--- src/sv/bais_div.sv ---
`default_nettype none

// Restoring divider, one quotient bit per cycle. done pulses once the last quotient bit is in.
module bais_div #(
	parameter int unsigned NW = 32,
	parameter int unsigned DW = 24
) (
	input  wire           clk,
	input  wire           arst_n,
	input  wire           start,
	input  wire  [NW-1:0] num,
	input  wire  [DW-1:0] den,
	output logic          done,
	output logic [NW-1:0] quo,
	output logic [DW-1:0] rem
);

	localparam int unsigned CW = $clog2(NW);

	logic          busy_q;
	logic          done_q;
	logic [CW-1:0] cnt_q;
	logic [NW-1:0] quo_q;
	logic [DW-1:0] rem_q;
	logic [DW-1:0] den_q;

	logic [DW:0]   trial;
	logic [DW:0]   diff;
	logic          ge;

	always_comb begin
		trial = {rem_q, quo_q[NW-1]};
		ge    = trial >= {1'b0, den_q};
		diff  = trial - {1'b0, den_q};
	end

	always_ff @(posedge clk or negedge arst_n) begin
		if (!arst_n) begin
			busy_q <= 1'b0;
			done_q <= 1'b0;
			cnt_q  <= '0;
		end else begin
			done_q <= 1'b0;
			if (start) begin
				busy_q <= 1'b1;
				cnt_q  <= CW'(NW - 1);
			end else if (busy_q) begin
				if (cnt_q == '0) begin
					busy_q <= 1'b0;
					done_q <= 1'b1;
				end else begin
					cnt_q <= cnt_q - 1'b1;
				end
			end
		end
	end

	always_ff @(posedge clk) begin
		if (start) begin
			quo_q <= num;
			rem_q <= '0;
			den_q <= den;
		end else if (busy_q) begin
			quo_q <= {quo_q[NW-2:0], ge};
			rem_q <= ge ? diff[DW-1:0] : trial[DW-1:0];
		end
	end

	assign done = done_q;
	assign quo  = quo_q;
	assign rem  = rem_q;

endmodule

`default_nettype wire

--- config.mk ---
export PLATFORM = sky130hd
export DESIGN_NAME = bais_div
export DESIGN_NICKNAME = d
export VERILOG_FILES = /design/src/sv/bais_div.sv
export SDC_FILE = /design/constraint.sdc
export NUM_CORES = 1
export LEC_CHECK = 0
export BUFFER_PORTS_ARGS = -buffer_cell sky130_fd_sc_hd__buf_4
export CELL_PAD_IN_SITES_DETAIL_PLACEMENT = 0
export CELL_PAD_IN_SITES_GLOBAL_PLACEMENT = 1
export CORE_ASPECT_RATIO = 1.25
export CORE_MARGIN = 3
export CORE_UTILIZATION = 39
export DETAILED_ROUTE_END_ITERATION = 8
export PLACE_DENSITY = 0.78
export SYNTH_ARGS = -nofsm -noshare
export SYNTH_HDL_FRONTEND = slang
export SYNTH_SLANG_ARGS = --single-unit
--- constraint.sdc ---
create_clock -name clk -period 3.14 [get_ports clk]
set_input_delay 0.471 -clock clk [delete_from_list [all_inputs] [get_ports clk]]
set_output_delay 0.471 -clock clk [all_outputs]
set_load 0.01 [all_outputs]
==> results.md <==
* Status: complete, no violations
* Filler cell count at 1156
* Placeable core region at 12200 um2
* Commonest cells in the synthesized netlist: 56 x edfxtp_1, 34 x inv_1, 31 x mux2_2, 29 x nor2_1, 26 x ha_1
* CP Data Required Time at 3.35 ns
* Total GRT Usage at 17.1%
* XOR/XNOR share of the synthesized area at 3.76%
* CP max FO at 3
* Global route hottest layer: met2
* Critical path's top delay family: compound AO/OA/AOI/OAI gates
* Fin cells at 728
* Hpwl dp at 8.75 mm
* I/O Pins at 116
* Async set or reset register ratio after synthesis at 8.05%
* Area leader, netlist: edfxtp_1
* Die width at 106 um
* Pre-antenna DRT Iters at 4
* PwrDens at 440 nW/um2
* Endpoints failing setup at 0
* Cts bufs inserted at 9
* Critical Path, Cell by Cell: inv_1 > ha_1 > inv_1 > fa_1 > a21o_1 > a221oi_4 > o21ai_0 > a21oi_2 > o21a_1 > mux2i_1 > a2111oi_0 > o21ai_0
* Crit. End Element: flop
* Primary FF master, synth: edfxtp_1
* Die Footprint at 13900 um2
* DRT iter0 DRCs at 149
* Crit path launch type: flop
* Rows at 45
* Drt wl/cell at 16.0 um
* Vias in the first global route at 3935
* Clk sinks at 87
* Dpl cells at 711
* Top cell type's share of synthesized area at 34.4%
* Initial antenna violation count at 0
* Syn_nets at 529
* Residual DRC at 0
* Worst vdd ir at 0.267 mV
* Sequential fraction of the synthesis area at 47.8%
* CTS tree: done
* #FFs+latches synth at 87
* Max-cap violation count at 0
* Routability Congestion at 0.850
* Mux contribution to synthesized area at 10.0%
* Pwr Total at 2720 uW
* Slowest-stage cell, CP: edfxtp_1
* Clock transition at path regs at 0.06 ns
* Layout cell share with drive strength beyond 1 at 32.6%
* Post-CTS setup buffer count at 0
* Clock buffer depth at 2
* # nets final at 645
* Largest cells by area after synthesis: edfxtp_1 34%, dfxtp_1 9.8%, mux2_2 7.1%
* Post-Syn Area at 4890 um2
* Post-synthesis compound-gate area fraction at 14.8%
* Post-DRT Antenna Nets at 0
* Worst EP arrival at 3.15 ns
* Slew Limit Fails at 0
* Met3 usage at 6.00%
* Sequential cell area at 2340 um2
* # diodes at 0
* Yosys Warn Count at 0
* Global Route met1 Usage at 19.5%
* Skew-Pair Late Insertion Delay at 0.34 ns
* Crit share post-route at 93.7%
* Multi-input gate area at 2290 um2
* Largest net degree at the start of global routing at 38
* F_max at 340 MHz
* Root Buffer: clkbuf_16
* Hold Crit Class: in2reg
* Netlist cell types at 58
* Synthesized area per cell at 11.0 um2
* Gr ovfl total at 0
* Worst-margin pin slew at 0.785 ns
* Most common cell in the synthesized netlist: edfxtp_1
* Max_slew headroom at 47.5%
* Synth-to-Final Area Change at 26.5%
* Number of port buffers at 115
* Post-Synth Simple-Gate Area at 10.9%
* WP buf/inv at 2
* Largest family of logic cells by synthesized area: compound AO/OA/AOI/OAI gates
* Cells after synthesis at 443
* Final hold violations at 0
* Crit Path Class: reg2reg
* WL final at 11.7 mm
* P_leak at 0.00277 uW
* H-tree Lvls at 3
* First-pass GRT wire length at 19.1 mm
* Total number of vias at 3774
* Crit path largest cell delay at 0.42 ns
* Minimum clock period at 2.94 ns
* DR vias/cell at 5.18
* Post-Synth Adder-Cell Area at 7.07%
* Die Y at 131 um
* Worst clock skew at 0.00513 ns
* Starting Density at 40.0%
* Routing usage on met2 at 29.6%
* Post-synth EDFFs at 56
[routing by layer]
| layer | wire length, um | part of all wire (%) | vias up |
|---|---|---|---|
| met4 | 186 | 1.6 | 0 |
| li1 | - | - | 1865 |
| met2 | 5940 | 51 | 111 |
| met3 | 849 | 7.3 | 14 |
| met1 | 4680 | 40 | 1784 |
| met5 | 0 | 0 | - |
[area by class of cell]
type                            instances  area share, %
Inverter                               34           2.06
Sequential cell                        87           37.8
Clock buffer                           10           3.87
Multi-Input combinational cell        301           37.0
Clock inverter                          6          0.587
Tap cell                              164           3.32
Timing Repair Buffer                  126           15.3
[report_power, final]
part           leakage [uW]  internal [uW]  total, uW  switching (uW)
Combinational       0.00180            208        391             183
Clock              0.000130            552        993             441
Sequential         0.000840           1300       1340            37.9
Total               0.00277           2060       2720             661
[per-stage QoR]
stage / hold slack, ns / utilization [%] / TNS, ns / instance area [um2] / worst slack [ns]
global placement: 0.288 / 48.1 / 0 / 5880 / 0.254
detailed placement: 0.292 / 48.1 / 0 / 5880 / 0.158
finish: 0.307 / 50.6 / 0 / 6180 / 0.198
floorplan: 0.175 / - / 0 / 4890 / 0.396
CTS: 0.293 / 50.5 / 0 / 6170 / 0.0916
global route: 0.286 / 50.6 / -0.000628 / 6180 / -0.000628
[kinds of logic (layout without fill, tap and decap cells)]
kind of cell    count (synthesis)  after routing
simple gates                  108            108
xor+xnor                       21             21
buf+inv                        55            176
fa+ha+maj                      27             27
compound gates                100            100
flops                          87             87
mux                            45             45
[flip-flops by register name, indices dropped and copies added, names as in the netlist]
| register | flops |
|---|---|
| quo | 32 |
| cnt_q | 5 |
| den_q | 24 |
| done | 1 |
| busy_q | 1 |
| rem | 24 |
[final timing paths]
| path | startpoint | endpoint | slack [ns] | cells past startpoint |
|---|---|---|---|---|
| worst max-delay path | quo[31] | rem[22] | 0.20 | 12 |
| worst min-delay path | den[16] | den_q[16] | 0.31 | 1 |
| worst max register to register | quo[31] | rem[22] | 0.20 | 12 |
| worst min register to register | rem[14] | rem[14] | 0.51 | 2 |
| max in group asynchronous | arst_n | cnt_q[1] | 2.54 | 2 |
| min in group asynchronous | arst_n | cnt_q[2] | 0.48 | 2 |
[placed cells by master (no fill, tap or decap), drive strengths merged, types with 5 or more instances in the layout]
master  instances
buf           125
edfxtp         56
inv            34
mux2           31
nor2           29
ha             26
a21oi          26
dfxtp          24
nand2          21
nand3          15
a211oi         15
o21ai          15
mux2i          14
xnor2          14
clkbuf         10
a21o           10
nor3            9
xor2            7
dfrtp           7
a31oi           7
or3             6
nor2b           5
nand2b          5
and3            5
[timing repair]
action,in CTS,in global routing
resized for setup,0,3
setup endpoints to repair,0,1
hold endpoints to repair,7,0
hold buffers,1,0
(Power assumes the default switching activity.)
